## src/rtl/core/html_byte_tokenizer_unit_assert.svh

```systemverilog
// Assertion macros for the tokenizer RTL; hbt_back includes them.
`ifndef HTML_BYTE_TOKENIZER_UNIT_ASSERT_SVH
`define HTML_BYTE_TOKENIZER_UNIT_ASSERT_SVH

// A condition that holds at every clock edge outside reset.
`define HBT_ASSERT_ALWAYS(lbl, clk_s, rst_s, cond) \
    lbl: assert property (@(posedge clk_s) disable iff (!rst_s) (cond)) \
        else $error("tokenizer assertion failed");

// A condition that, once seen, implies another one at the next clock edge.
`define HBT_ASSERT_NEXT(lbl, clk_s, rst_s, ante, cons) \
    lbl: assert property (@(posedge clk_s) disable iff (!rst_s) (ante) |=> (cons)) \
        else $error("tokenizer assertion failed");

`endif

```

## src/rtl/core/hbt_pkg.sv

```systemverilog
// Shared types and token codes of the HTML byte tokenizer.
package hbt_pkg;

    localparam logic [2:0] KIND_TEXT   = 3'd0;
    localparam logic [2:0] KIND_STAG   = 3'd1;
    localparam logic [2:0] KIND_ETAG   = 3'd2;
    localparam logic [2:0] KIND_ANAME  = 3'd3;
    localparam logic [2:0] KIND_AVALUE = 3'd4;
    localparam logic [2:0] KIND_CMT    = 3'd5;
    localparam logic [2:0] KIND_SGML   = 3'd6;
    localparam logic [2:0] KIND_EOF    = 3'd7;

    localparam int unsigned MAX_RES = 6;
    localparam logic [2:0] MAX_RES_CNT = 3'(MAX_RES);

    typedef struct packed {
        logic [7:0] in_byte;
        logic       end_of_stream;
    } item_t;

    typedef struct packed {
        logic [2:0] token_kind;
        logic [7:0] data_byte;
        logic       byte_valid;
        logic       token_end;
        logic       text_not_blank;
        logic       text_has_newline;
        logic       unterminated;
        logic       last_of_run;
    } result_t;

    // All results caused by one input transaction.
    typedef struct packed {
        result_t [MAX_RES-1:0] res;
        logic    [2:0]         cnt;
    } bundle_t;

endpackage

```

## src/rtl/core/hbt_front.sv

```systemverilog
// Front part: parse state machine that turns one byte into a bundle of results.
module hbt_front (
    input  logic            clk,
    input  logic            rst_n,
    input  logic            push,
    input  logic            q_full,
    input  hbt_pkg::item_t  item,
    output logic            wr_en,
    output hbt_pkg::bundle_t wr_data
);
    import hbt_pkg::*;

    typedef enum logic [13:0] {
        M_TEXT    = 14'b00000000000001,
        M_STAG    = 14'b00000000000010,
        M_ASKIP   = 14'b00000000000100,
        M_ANAME   = 14'b00000000001000,
        M_AFTER   = 14'b00000000010000,
        M_VPRE    = 14'b00000000100000,
        M_VQUOTE  = 14'b00000001000000,
        M_VBARE   = 14'b00000010000000,
        M_ETAG    = 14'b00000100000000,
        M_ETAIL   = 14'b00001000000000,
        M_ETAILQ  = 14'b00010000000000,
        M_COMMENT = 14'b00100000000000,
        M_SGML    = 14'b01000000000000,
        M_SGMLQ   = 14'b10000000000000
    } mode_t;

    typedef struct packed {
        mode_t      mode;
        logic [1:0] phase;
        logic [7:0] la1;
        logic [1:0] la_cnt;
        logic [7:0] quote;
        logic       nb;
        logic       nl;
        logic       open;
    } pstate_t;

    typedef struct packed {
        pstate_t s;
        bundle_t r;
    } ctx_t;

    localparam logic [7:0] CH_LT   = 8'h3c;
    localparam logic [7:0] CH_BANG = 8'h21;
    localparam logic [7:0] CH_DASH = 8'h2d;
    localparam logic [7:0] CH_GT   = 8'h3e;
    localparam logic [7:0] CH_QM   = 8'h3f;
    localparam logic [7:0] CH_SL   = 8'h2f;
    localparam logic [7:0] CH_EQ   = 8'h3d;

    localparam pstate_t RESET_STATE = '{mode: M_TEXT, phase: 2'd0, la1: 8'd0, la_cnt: 2'd0,
                                        quote: 8'd0, nb: 1'b0, nl: 1'b0, open: 1'b0};

    function automatic logic is_blank(logic [7:0] b);
        return (b >= 8'h09 && b <= 8'h0d) || b == 8'h20;
    endfunction

    function automatic logic is_alpha(logic [7:0] b);
        return (b >= 8'h41 && b <= 8'h5a) || (b >= 8'h61 && b <= 8'h7a);
    endfunction

    function automatic logic is_name(logic [7:0] b);
        return is_alpha(b) || (b >= 8'h30 && b <= 8'h39) || b == 8'h2e || b == CH_DASH
            || b == 8'h3a;
    endfunction

    function automatic logic is_quote(logic [7:0] b);
        return b == 8'h22 || b == 8'h27;
    endfunction

    function automatic logic [7:0] upcase(logic [7:0] b);
        return (b >= 8'h61 && b <= 8'h7a) ? b - 8'd32 : b;
    endfunction

    function automatic ctx_t put(ctx_t c, logic [2:0] kind, logic [7:0] b, logic valid,
                                 logic fin, logic nb, logic nl, logic unt);
        result_t o;
        o = '{token_kind: kind, data_byte: b, byte_valid: valid, token_end: fin,
              text_not_blank: nb, text_has_newline: nl, unterminated: unt, last_of_run: 1'b0};
        if (c.r.cnt < MAX_RES_CNT)
        begin
            c.r.res[c.r.cnt] = o;
            c.r.cnt = c.r.cnt + 3'd1;
        end
        return c;
    endfunction

    function automatic ctx_t emit_byte(ctx_t c, logic [2:0] kind, logic [7:0] b);
        c = put(c, kind, b, 1'b1, 1'b0, 1'b0, 1'b0, 1'b0);
        c.s.open = 1'b1;
        return c;
    endfunction

    function automatic ctx_t emit_text(ctx_t c, logic [7:0] b);
        c = emit_byte(c, KIND_TEXT, b);
        if (!is_blank(b))
            c.s.nb = 1'b1;
        if (b == 8'h0d || b == 8'h0a)
            c.s.nl = 1'b1;
        return c;
    endfunction

    function automatic ctx_t close_tok(ctx_t c, logic [2:0] kind, logic unt);
        if (c.s.open)
        begin
            if (kind == KIND_TEXT)
            begin
                c = put(c, KIND_TEXT, 8'd0, 1'b0, 1'b1, c.s.nb, c.s.nl, 1'b0);
                c.s.nb = 1'b0;
                c.s.nl = 1'b0;
            end
            else
            begin
                c = put(c, kind, 8'd0, 1'b0, 1'b1, 1'b0, 1'b0, unt);
            end
            c.s.open = 1'b0;
        end
        return c;
    endfunction

    function automatic ctx_t enter(ctx_t c, mode_t m);
        c = close_tok(c, KIND_TEXT, 1'b0);
        c.s.la_cnt = 2'd0;
        c.s.mode = m;
        c.s.open = 1'b1;
        return c;
    endfunction

    function automatic ctx_t in_text(ctx_t c, logic [7:0] b, output logic cons);
        cons = 1'b0;
        case (c.s.la_cnt)
            2'd0:
            begin
                if (b == CH_LT)
                    c.s.la_cnt = 2'd1;
                else
                    c = emit_text(c, b);
                cons = 1'b1;
            end
            2'd1:
            begin
                if (b == CH_BANG || b == CH_SL)
                begin
                    c.s.la1 = b;
                    c.s.la_cnt = 2'd2;
                    cons = 1'b1;
                end
                else if (b == CH_QM)
                begin
                    c = enter(c, M_SGML);
                    c = emit_byte(c, KIND_SGML, b);
                    cons = 1'b1;
                end
                else if (is_alpha(b))
                begin
                    c = enter(c, M_STAG);
                end
                else
                begin
                    c = emit_text(c, CH_LT);
                    c.s.la_cnt = 2'd0;
                end
            end
            2'd2:
            begin
                if (c.s.la1 == CH_BANG)
                begin
                    if (b == CH_DASH)
                    begin
                        c.s.la_cnt = 2'd3;
                        cons = 1'b1;
                    end
                    else
                    begin
                        c = enter(c, M_SGML);
                        c = emit_byte(c, KIND_SGML, CH_BANG);
                    end
                end
                else if (is_alpha(b))
                begin
                    c = enter(c, M_ETAG);
                end
                else
                begin
                    c = emit_text(c, CH_LT);
                    c = emit_text(c, CH_SL);
                    c.s.la_cnt = 2'd0;
                end
            end
            default:
            begin
                if (b == CH_DASH)
                begin
                    c = enter(c, M_COMMENT);
                    c.s.phase = 2'd0;
                    cons = 1'b1;
                end
                else
                begin
                    c = enter(c, M_SGML);
                    c = emit_byte(c, KIND_SGML, CH_BANG);
                    c = emit_byte(c, KIND_SGML, CH_DASH);
                end
            end
        endcase
        return c;
    endfunction

    function automatic ctx_t handle(ctx_t c, logic [7:0] b, output logic cons);
        logic [2:0] kind;
        logic       tc;
        cons = 1'b1;
        kind = KIND_STAG;
        case (c.s.mode)
            M_STAG, M_ANAME, M_ETAG:
            begin
                kind = (c.s.mode == M_STAG) ? KIND_STAG :
                       (c.s.mode == M_ANAME) ? KIND_ANAME : KIND_ETAG;
                if (is_name(b))
                begin
                    c = emit_byte(c, kind, upcase(b));
                end
                else
                begin
                    c = close_tok(c, kind, 1'b0);
                    c.s.mode = (c.s.mode == M_ETAG) ? M_ETAIL :
                               (c.s.mode == M_ANAME) ? M_AFTER : M_ASKIP;
                    cons = 1'b0;
                end
            end
            M_ASKIP:
            begin
                if (b == CH_GT)
                    c.s.mode = M_TEXT;
                else if (is_alpha(b))
                begin
                    c.s.mode = M_ANAME;
                    c.s.open = 1'b1;
                    cons = 1'b0;
                end
            end
            M_AFTER:
            begin
                if (b == CH_EQ)
                begin
                    c.s.mode = M_VPRE;
                    c.s.open = 1'b1;
                end
                else if (!is_blank(b))
                begin
                    c.s.mode = M_ASKIP;
                    cons = 1'b0;
                end
            end
            M_VPRE:
            begin
                if (is_quote(b))
                begin
                    c.s.quote = b;
                    c.s.mode = M_VQUOTE;
                end
                else if (!is_blank(b))
                begin
                    c.s.mode = M_VBARE;
                    cons = 1'b0;
                end
            end
            M_VQUOTE:
            begin
                if (b == c.s.quote)
                begin
                    c = close_tok(c, KIND_AVALUE, 1'b0);
                    c.s.mode = M_ASKIP;
                end
                else
                    c = emit_byte(c, KIND_AVALUE, b);
            end
            M_VBARE:
            begin
                if (b == CH_GT || is_blank(b))
                begin
                    c = close_tok(c, KIND_AVALUE, 1'b0);
                    c.s.mode = M_ASKIP;
                    cons = is_blank(b);
                end
                else
                    c = emit_byte(c, KIND_AVALUE, b);
            end
            M_ETAIL:
            begin
                if (b == CH_GT)
                    c.s.mode = M_TEXT;
                else if (is_quote(b))
                begin
                    c.s.quote = b;
                    c.s.mode = M_ETAILQ;
                end
            end
            M_ETAILQ:
            begin
                if (b == c.s.quote)
                    c.s.mode = M_ETAIL;
            end
            M_COMMENT:
            begin
                if (c.s.phase == 2'd0)
                begin
                    if (b == CH_DASH)
                        c.s.phase = 2'd1;
                    else
                        c = emit_byte(c, KIND_CMT, b);
                end
                else if (c.s.phase == 2'd1)
                begin
                    if (b == CH_DASH)
                        c.s.phase = 2'd2;
                    else
                    begin
                        c = emit_byte(c, KIND_CMT, CH_DASH);
                        c = emit_byte(c, KIND_CMT, b);
                        c.s.phase = 2'd0;
                    end
                end
                else if (b == CH_GT)
                begin
                    c = close_tok(c, KIND_CMT, 1'b0);
                    c.s.phase = 2'd0;
                    c.s.mode = M_TEXT;
                end
            end
            M_SGML:
            begin
                if (b == CH_GT)
                begin
                    c = close_tok(c, KIND_SGML, 1'b0);
                    c.s.mode = M_TEXT;
                end
                else
                begin
                    c = emit_byte(c, KIND_SGML, b);
                    if (is_quote(b))
                    begin
                        c.s.quote = b;
                        c.s.mode = M_SGMLQ;
                    end
                end
            end
            M_SGMLQ:
            begin
                c = emit_byte(c, KIND_SGML, b);
                if (b == c.s.quote)
                    c.s.mode = M_SGML;
            end
            default:
            begin
                c.s.mode = M_TEXT;
                c = in_text(c, b, tc);
                cons = tc;
            end
        endcase
        return c;
    endfunction

    function automatic ctx_t finish(ctx_t c);
        logic in_construct;
        logic three;
        in_construct = 1'b1;
        case (c.s.mode)
            M_STAG:             c = close_tok(c, KIND_STAG, 1'b1);
            M_ANAME:            c = close_tok(c, KIND_ANAME, 1'b1);
            M_ETAG:             c = close_tok(c, KIND_ETAG, 1'b1);
            M_VPRE, M_VQUOTE,
            M_VBARE:            c = close_tok(c, KIND_AVALUE, 1'b1);
            M_COMMENT:          c = close_tok(c, KIND_CMT, 1'b1);
            M_SGML, M_SGMLQ:    c = close_tok(c, KIND_SGML, 1'b1);
            M_ASKIP, M_AFTER,
            M_ETAIL, M_ETAILQ:  in_construct = 1'b1;
            default:
            begin
                in_construct = 1'b0;
                if (c.s.la_cnt >= 2'd2 && c.s.la1 == CH_BANG)
                begin
                    three = (c.s.la_cnt == 2'd3);
                    c = enter(c, M_SGML);
                    c = emit_byte(c, KIND_SGML, CH_BANG);
                    if (three)
                        c = emit_byte(c, KIND_SGML, CH_DASH);
                    c = close_tok(c, KIND_SGML, 1'b1);
                    in_construct = 1'b1;
                end
                else
                begin
                    if (c.s.la_cnt >= 2'd1)
                        c = emit_text(c, CH_LT);
                    if (c.s.la_cnt >= 2'd2)
                        c = emit_text(c, CH_SL);
                    c = close_tok(c, KIND_TEXT, 1'b0);
                end
            end
        endcase
        c = put(c, KIND_EOF, 8'd0, 1'b0, 1'b1, 1'b0, 1'b0, in_construct);
        c.s = RESET_STATE;
        return c;
    endfunction

    pstate_t state_reg;
    pstate_t state_next;
    ctx_t    ctx;
    logic    accept;

    assign accept = push && !q_full;

    // A byte is handled at most three times: a name or value ends, the
    // following mode hands the byte on once more, and the last mode keeps it.
    always_comb
    begin
        logic cons;
        logic done;
        ctx.s = state_reg;
        ctx.r = '0;
        done  = 1'b0;
        cons  = 1'b0;
        if (item.end_of_stream)
            ctx = finish(ctx);
        else
        begin
            for (int i = 0; i < 3; i++)
            begin
                if (!done)
                begin
                    ctx = handle(ctx, item.in_byte, cons);
                    done = cons;
                end
            end
        end
        state_next = ctx.s;
    end

    always_ff @(posedge clk or negedge rst_n)
    begin
        if (!rst_n)
            state_reg <= RESET_STATE;
        else if (accept)
            state_reg <= state_next;
    end

    assign wr_en   = accept && (ctx.r.cnt != 3'd0);
    assign wr_data = ctx.r;

endmodule

```

## src/rtl/core/hbt_queue.sv

```systemverilog
// Two-entry bundle queue between the parser and the result serializer.
module hbt_queue (
    input  logic             clk,
    input  logic             rst_n,
    input  logic             wr_en,
    input  hbt_pkg::bundle_t wr_data,
    output logic             full,
    input  logic             rd_en,
    output logic             q_empty,
    output hbt_pkg::bundle_t rd_data
);
    import hbt_pkg::*;

    bundle_t    mem_reg [2];
    logic       wr_ptr_reg;
    logic       rd_ptr_reg;
    logic [1:0] count_reg;
    logic [1:0] count_next;
    logic       do_wr;
    logic       do_rd;

    assign full    = (count_reg == 2'd2);
    assign q_empty = (count_reg == 2'd0);
    assign do_wr   = wr_en && !full;
    assign do_rd   = rd_en && !q_empty;
    assign rd_data = mem_reg[rd_ptr_reg];

    always_comb
    begin
        count_next = count_reg;
        if (do_wr && !do_rd)
            count_next = count_reg + 2'd1;
        else if (do_rd && !do_wr)
            count_next = count_reg - 2'd1;
    end

    always_ff @(posedge clk or negedge rst_n)
    begin
        if (!rst_n)
        begin
            wr_ptr_reg <= 1'b0;
            rd_ptr_reg <= 1'b0;
            count_reg  <= 2'd0;
        end
        else
        begin
            if (do_wr)
                wr_ptr_reg <= !wr_ptr_reg;
            if (do_rd)
                rd_ptr_reg <= !rd_ptr_reg;
            count_reg <= count_next;
        end
    end

    always_ff @(posedge clk)
    begin
        if (do_wr)
            mem_reg[wr_ptr_reg] <= wr_data;
    end

endmodule

```

## src/rtl/core/hbt_back.sv

```systemverilog
// Back part: hands out the results of each bundle one transaction at a time.
module hbt_back (
    input  logic              clk,
    input  logic              rst_n,
    input  logic              q_empty,
    input  hbt_pkg::bundle_t  rd_data,
    output logic              rd_en,
    input  logic              pop,
    output logic              empty,
    output hbt_pkg::result_t  result
);
    import hbt_pkg::*;

`include "html_byte_tokenizer_unit_assert.svh"

    bundle_t    cur_reg;
    logic [2:0] idx_reg;
    logic       valid_reg;
    logic       is_last;
    logic       load;

    assign is_last = (idx_reg == cur_reg.cnt - 3'd1);
    assign load    = !valid_reg || (pop && is_last);
    assign rd_en   = load && !q_empty;
    assign empty   = !valid_reg;

    always_comb
    begin
        result = cur_reg.res[idx_reg];
        result.last_of_run = is_last;
    end

    always_ff @(posedge clk or negedge rst_n)
    begin
        if (!rst_n)
        begin
            valid_reg <= 1'b0;
            idx_reg   <= 3'd0;
        end
        else if (load)
        begin
            valid_reg <= !q_empty;
            idx_reg   <= 3'd0;
        end
        else if (pop)
        begin
            idx_reg <= idx_reg + 3'd1;
        end
    end

    always_ff @(posedge clk)
    begin
        if (rd_en)
            cur_reg <= rd_data;
    end

    `HBT_ASSERT_ALWAYS(a_cnt_nonzero, clk, rst_n, !valid_reg || cur_reg.cnt != 3'd0)
    `HBT_ASSERT_ALWAYS(a_idx_in_range, clk, rst_n, !valid_reg || idx_reg < cur_reg.cnt)
    `HBT_ASSERT_NEXT(a_hold_on_stall, clk, rst_n, valid_reg && !pop,
                     valid_reg && $stable(idx_reg))

endmodule

```

## src/rtl/core/html_byte_tokenizer_unit.sv

```systemverilog
// Top level of the HTML byte tokenizer.
// Usage:
// The input channel takes one HTML byte per transaction (push/full); an item with
// end_of_stream set closes any open construct, yields an eof result and returns
// the parser to its reset state for the next stream.
// The result channel is a queue read port (empty/pop): the oldest result sits on
// result while empty is low and leaves on a cycle with pop high.
// Each input transaction causes zero to six results; last_of_run marks the final
// one of a run.
// A result reaches the outputs through the bundle queue: the edge that accepts its
// input writes the bundle there, and the output register loads it from the queue
// once that register is free.
// Throughput: one input byte per cycle while pop is held high and each byte causes
// at most one result; a byte with k results holds the output for k pops, set by
// the serializer that hands out one result per cycle while pop is high.
// The two-entry bundle queue lets the parser keep accepting while the reader
// stalls; full rises once both queue entries are occupied.
// Reset puts the parser in text mode with no token open and empties the queue.
module html_byte_tokenizer_unit (
    input  logic             clk,
    input  logic             rst_n,
    input  logic             push,
    output logic             full,
    input  hbt_pkg::item_t   item,
    input  logic             pop,
    output logic             empty,
    output hbt_pkg::result_t result
);
    import hbt_pkg::*;

    logic    wr_en;
    bundle_t wr_data;
    logic    rd_en;
    logic    q_empty;
    bundle_t rd_data;

    hbt_front u_front (
        .clk     (clk),
        .rst_n   (rst_n),
        .push    (push),
        .q_full  (full),
        .item    (item),
        .wr_en   (wr_en),
        .wr_data (wr_data)
    );

    hbt_queue u_queue (
        .clk     (clk),
        .rst_n   (rst_n),
        .wr_en   (wr_en),
        .wr_data (wr_data),
        .full    (full),
        .rd_en   (rd_en),
        .q_empty (q_empty),
        .rd_data (rd_data)
    );

    hbt_back u_back (
        .clk     (clk),
        .rst_n   (rst_n),
        .q_empty (q_empty),
        .rd_data (rd_data),
        .rd_en   (rd_en),
        .pop     (pop),
        .empty   (empty),
        .result  (result)
    );

endmodule
```

## config.mk

```make
export PLATFORM = sky130hd
export DESIGN_NAME = html_byte_tokenizer_unit
export DESIGN_NICKNAME = d
export VERILOG_FILES = /design/src/rtl/core/hbt_pkg.sv /design/src/rtl/core/hbt_front.sv /design/src/rtl/core/hbt_queue.sv /design/src/rtl/core/hbt_back.sv /design/src/rtl/core/html_byte_tokenizer_unit.sv
export VERILOG_INCLUDE_DIRS = /design/src /design/src/rtl/core
export SDC_FILE = /design/constraint.sdc
export NUM_CORES = 1
export LEC_CHECK = 0
export BUFFER_PORTS_ARGS = -buffer_cell sky130_fd_sc_hd__buf_2
export CORE_ASPECT_RATIO = 1.2
export CORE_MARGIN = 5
export CORE_UTILIZATION = 30
export DETAILED_ROUTE_END_ITERATION = 8
export PLACE_DENSITY = 0.49
export SLEW_MARGIN = 40
export SYNTH_ARGS = -nofsm -noshare
export SYNTH_HDL_FRONTEND = slang
export SYNTH_SLANG_ARGS = --single-unit
export TNS_END_PERCENT = 1
```

## constraint.sdc

```tcl
create_clock -name clk -period 13.85 [get_ports clk]
set_clock_uncertainty 0.1 [all_clocks]
set_input_delay 2.77 -clock clk [delete_from_list [all_inputs] [get_ports clk]]
set_output_delay 2.77 -clock clk [all_outputs]
set_load 0.005 [all_outputs]
```

== Yosys cells after proc, flatten, opt, wreduce, memory -nomap -nowiden ==
Memory sizes are Yosys's and may differ from the RTL's. A register that Yosys moved wholly into a read port is not among the register bits.
Cells that the tools add are included.

* Memory bits (writable): 210
* Input bits: 13
* Register bits after elaboration: 45
* Output and inout port bits: 19
* Memories: 1

{| class="wikitable"
|+ Memory list
! name !! words !! width !! read ports !! clocked after Yosys merged registers in !! write ports !! RTL line !! text
|-
| u_queue.mem_reg || 2 || 105 || 1 || 1 || 1 || hbt_queue.sv:14 || <nowiki>bundle_t mem_reg [2];</nowiki>
|}

* Multiplexer cells: 465
* Reduce and logical (&&, ||, !) cells: 96
* Add/subtract/negate cells: 31
* Eq/ne operators: 77
* Magnitude comparators: 90
* Bitwise logic cells: 78

{| class="wikitable"
|+ Operator list
! operator !! count
|-
| $mux W105 || 103
|-
| $mux W142 || 43
|-
| $mux W128 || 45
|-
| $pmux W105 S7 || 4
|-
| $bwmux W102 || 22
|-
| $mux W108 || 17
|-
| $demux W17 S3 || 26
|-
| $pmux W142 S3 || 3
|-
| $mux W106 || 9
|-
| $mux W116 || 6
|-
| $and A72 B72 Y72 || 9
|-
| $not A72 Y72 || 9
|-
| $mux W14 || 36
|-
| $pmux W14 S11 || 3
|-
| $mux W17 || 27
|-
| $mux W141 || 3
|-
| $mux W137 || 3
|-
| $mux W130 || 3
|-
| $and A60 B60 Y60 || 6
|-
| $not A60 Y60 || 6
|-
| $mux W118 || 3
|-
| $and A84 B84 Y84 || 4
|-
| $not A84 Y84 || 4
|-
| $mux W20 || 16
|-
| other kinds (79) || 427
|}

== Longest topological paths before layout ==
* Depth after elaboration: 106
* Depth in mapped cells: 28
* Depth with buffers taken out: 24

== By module ==
From an unflattened synthesis, not the netlist that was laid out.

* Cells, all modules: 2215
* Area total of the unflattened synthesis: 22656.7 µm²

{| class="wikitable"
|+ By module, submodules not included
! module !! area each (µm²) !! cells each !! instances
|-
| hbt_front || 10641.5 || 1661 || 1
|-
| hbt_queue || 7932.6 || 346 || 1
|-
| hbt_back || 4082.7 || 208 || 1
|}

== Worst setup path before layout ==
No wires, ideal clock.

* Path kind: input -> register
* Start: in item[4] (netlist bit)
* End: mem u_queue.mem_reg[0][0] (netlist bit) (enable)
* Data required time: 13.181 ns
* Cell stages on the path: 21
* Arrival time: 11.373 ns
* Slack: 1.807 ns
* Cells stage by stage: clkbuf_1 > or4b_1 > a211o_1 > and2_1 > clkbuf_1 > buf_2 > a22oi_1 > nand4b_1 > o22ai_1 > nor2_2 > ha_1 > inv_1 > a31oi_1 > nor4_1 > nor2_1 > buf_6 > ha_1 > a211oi_1 > nor3_1 > o31a_1 > nor2b_1

{| class="wikitable"
|+ RTL lines
! item !! RTL line !! text
|-
| from (decl) || html_byte_tokenizer_unit.sv:24 || <nowiki>input hbt_pkg::item_t item,</nowiki>
|-
| to (decl) || hbt_queue.sv:14 ||
|}

==> metrics.txt <==
clock slew seen by the registers of the worst setup and hold paths 60 ps; num rows 105; Final TNS setup 0 ps; Slew Viols, Final 0; CTS Root Buffer Type clkbuf_16; min Tclk post-route between 10000 and 15000 ps; clock tree buffer depth 3; area grow syn2layout 13.3%; Wirelength per Cell roughly 30 um; initial drt markers roughly 2000; Most used DFF post-synth edfxtp_1; pwr/cell area 144 nW/um2; Hold Crit Class register to register; Pleak just over 8 nW; Final GP Congestion just under 1; Crit path arrival time between 10000 and 15000 ps; Post-Synth XOR/XNOR Area 0.0131; worst skew pair latency about 570 ps; final worst-path cycle share 0.722; share of cells above drive strength 1 0.166; total track usage 0.233; total power between 0.003 and 0.004 W; CTS tree built; Final nets 2094; tightest hold margin 396 ps; #FFs+latches synth between 300 and 400; top cells by area, synth edfxtp_1, mux2_2, dfrtp_1; number of global-route vias before repair roughly 17000; CP Capture Type register; postcts setup bufs 0; detailed-route DRC error count 0; Mapped Avg Cell Area slightly above 10 um2; Synth Instances ~2000; Routed Antenna Nets 0; Synth warnings 0; Max Freq between 90 and 100 MHz; Initial Util 0.302; routed vias between 15000 and 20000; status completed; met1 WL between 30000 and 40000 um; post-DP HPWL 66000 um; post-synthesis compound-gate area fraction 0.200; max FFs per register 198; post-synth top area share 0.434; Ant. Diodes 0; first-pass GRT wire length between 100000 and 150000 um; fraction of the mapped netlist area in simple logic gates 0.160; EDFF count, synth 297; Die Span Y between 200 and 300 um; hold buffer count at cts 0; measured slew at the worst slew-check pin just under 900 ps; CP startpoint kind input port; Distinct cells, synth around 110; Yosys top cell by area edfxtp_1; initial antenna violation count 1; highest routed layer met5; post-synthesis mux area share 0.0838; WL final roughly 90000 um; Vias per Instance 5.93; commonest cells after routing, fill and taps aside edfxtp_1, nand2_1, nor2_1, a21oi_1, o21ai_0; MaxCap Viol Count 0; Top-Level Pins 32; Synth Area in Adders 0.0134; final setup violation count 0; Buffers on Ports 31; pin count of the biggest net entering global routing 69; WL met2 42200 um; DIE AREA 73900 um2; Required @ worst endpoint roughly 14000 ps; Crit Path Class input port to register; final hold viol count 0; router iterations before antenna repair 6; Met3 Wirelength a little under 6000 um; sequential area share after synthesis 0.488; Async S/R FF share, synth 0.132; Core ar. roughly 70000 um2; largest family of logic cells by synthesized area compound AO/OA/AOI/OAI gates; commonest non-fill, non-tap cell in the layout edfxtp_1; CTS H-tree lvls 2; Peak VDD IR between 0.0001 and 0.00015 V; worst relative slew slack 0.416; Num CTS Buffers 38; mapped cell area around 21000 um2; Die W between 200 and 250 um; Sink Count 342; worst-path maximum fanout 40; RSZ-0062 raised after global routing no; total grt overflow 0; Resize count post-CTS 0
path summary, 6_finish.rpt:
path / startpoint / cells past startpoint / to / slack [ps]
setup / recovery: item[6] / 22 / u_queue.mem_reg[1][66]$_DFFE_PP_ / 3850
hold / removal: u_queue.mem_reg[0][46]$_DFFE_PP_ / 1 / u_back.cur_reg[46]$_DFFE_PP_ / 400
setup reg to reg: u_front.state_reg[26]$_DFFE_PN0P_ / 19 / u_queue.mem_reg[1][66]$_DFFE_PP_ / 5940
hold reg to reg: u_queue.mem_reg[0][46]$_DFFE_PP_ / 1 / u_back.cur_reg[46]$_DFFE_PP_ / 400
max in group asynchronous: rst_n / 3 / u_front.state_reg[23]$_DFFE_PN1P_ / 11060
min in group asynchronous: rst_n / 2 / u_front.state_reg[10]$_DFFE_PN0P_ / 2030
cell type report:
type                       count  area [um2]
fill                        6897       44900
sequential                   342       10100
multi-input combinational   1523        9930
tap                          909        1140
clock buffer                  51        1050
timing repair buffer         102         716
clock inverter                18         225
inverter                      52         198
cell families (layout without fill, tap and decap cells):
group | Yosys count | count (layout)
flops | 342 | 342
buf+inv | 208 | 223
mux | 139 | 139
other cells | 1 | 48
xor+xnor | 30 | 30
fa+ha+maj | 22 | 22
simple gates | 653 | 653
compound gates | 631 | 631
through the flow:
stage	setup WS [ps]	util	area (um2)	instances
2_1_floorplan	1810	-	20700	2073
3_3_place_gp	3080	0.322	21900	2924
3_5_place_dp	3400	0.322	22000	2927
4_1_cts	3940	0.341	23300	2996
5_1_grt	3550	0.342	23300	2997
6_report	3850	0.342	23300	2997
synth_stat cells, types with 26 or more instances:
cell and instances:
a21oi_1 160, a31oi_1 41, clkbuf_1 120, dfrtp_1 44, edfxtp_1 297, inv_1 45, mux2_2 102, nand2_1 172
nand3_1 43, nor2_1 165, nor3_1 57, o211ai_1 26, o21ai_0 135, o22ai_1 33, o31ai_1 28
layer usage:
metal / up-vias / track usage
met4: 2 / 0.113
met1: 8882 / 0.296
met2: 874 / 0.389
met3: 244 / 0.0352
li1: 7780 / -
met5: - / 0
worst max-delay path, cell delays in order:
cell and delay, ps:
buf_2 370, clkinv_1 640, ha_1 440, nand2b_1 80, a21oi_1 80, o21ai_1 160
buf_4 380, a31o_2 410, nand3_1 130, o22ai_1 430, nor2_2 220, ha_1 550
inv_1 230, a211oi_1 270, nor4_1 120, nor2_1 540, ha_1 280, a211oi_1 80
nor3_1 430, o31a_1 320, and2_4 480, buf_4 570
power by group:
part	internal (W)	switching, W	total (W)
combinational	0.000332	0.000459	0.000792
sequential	0.00142	0.000109	0.00153
clock	0.000613	0.000416	0.00103
No activity file was read; power rests on OpenSTA's default activity.
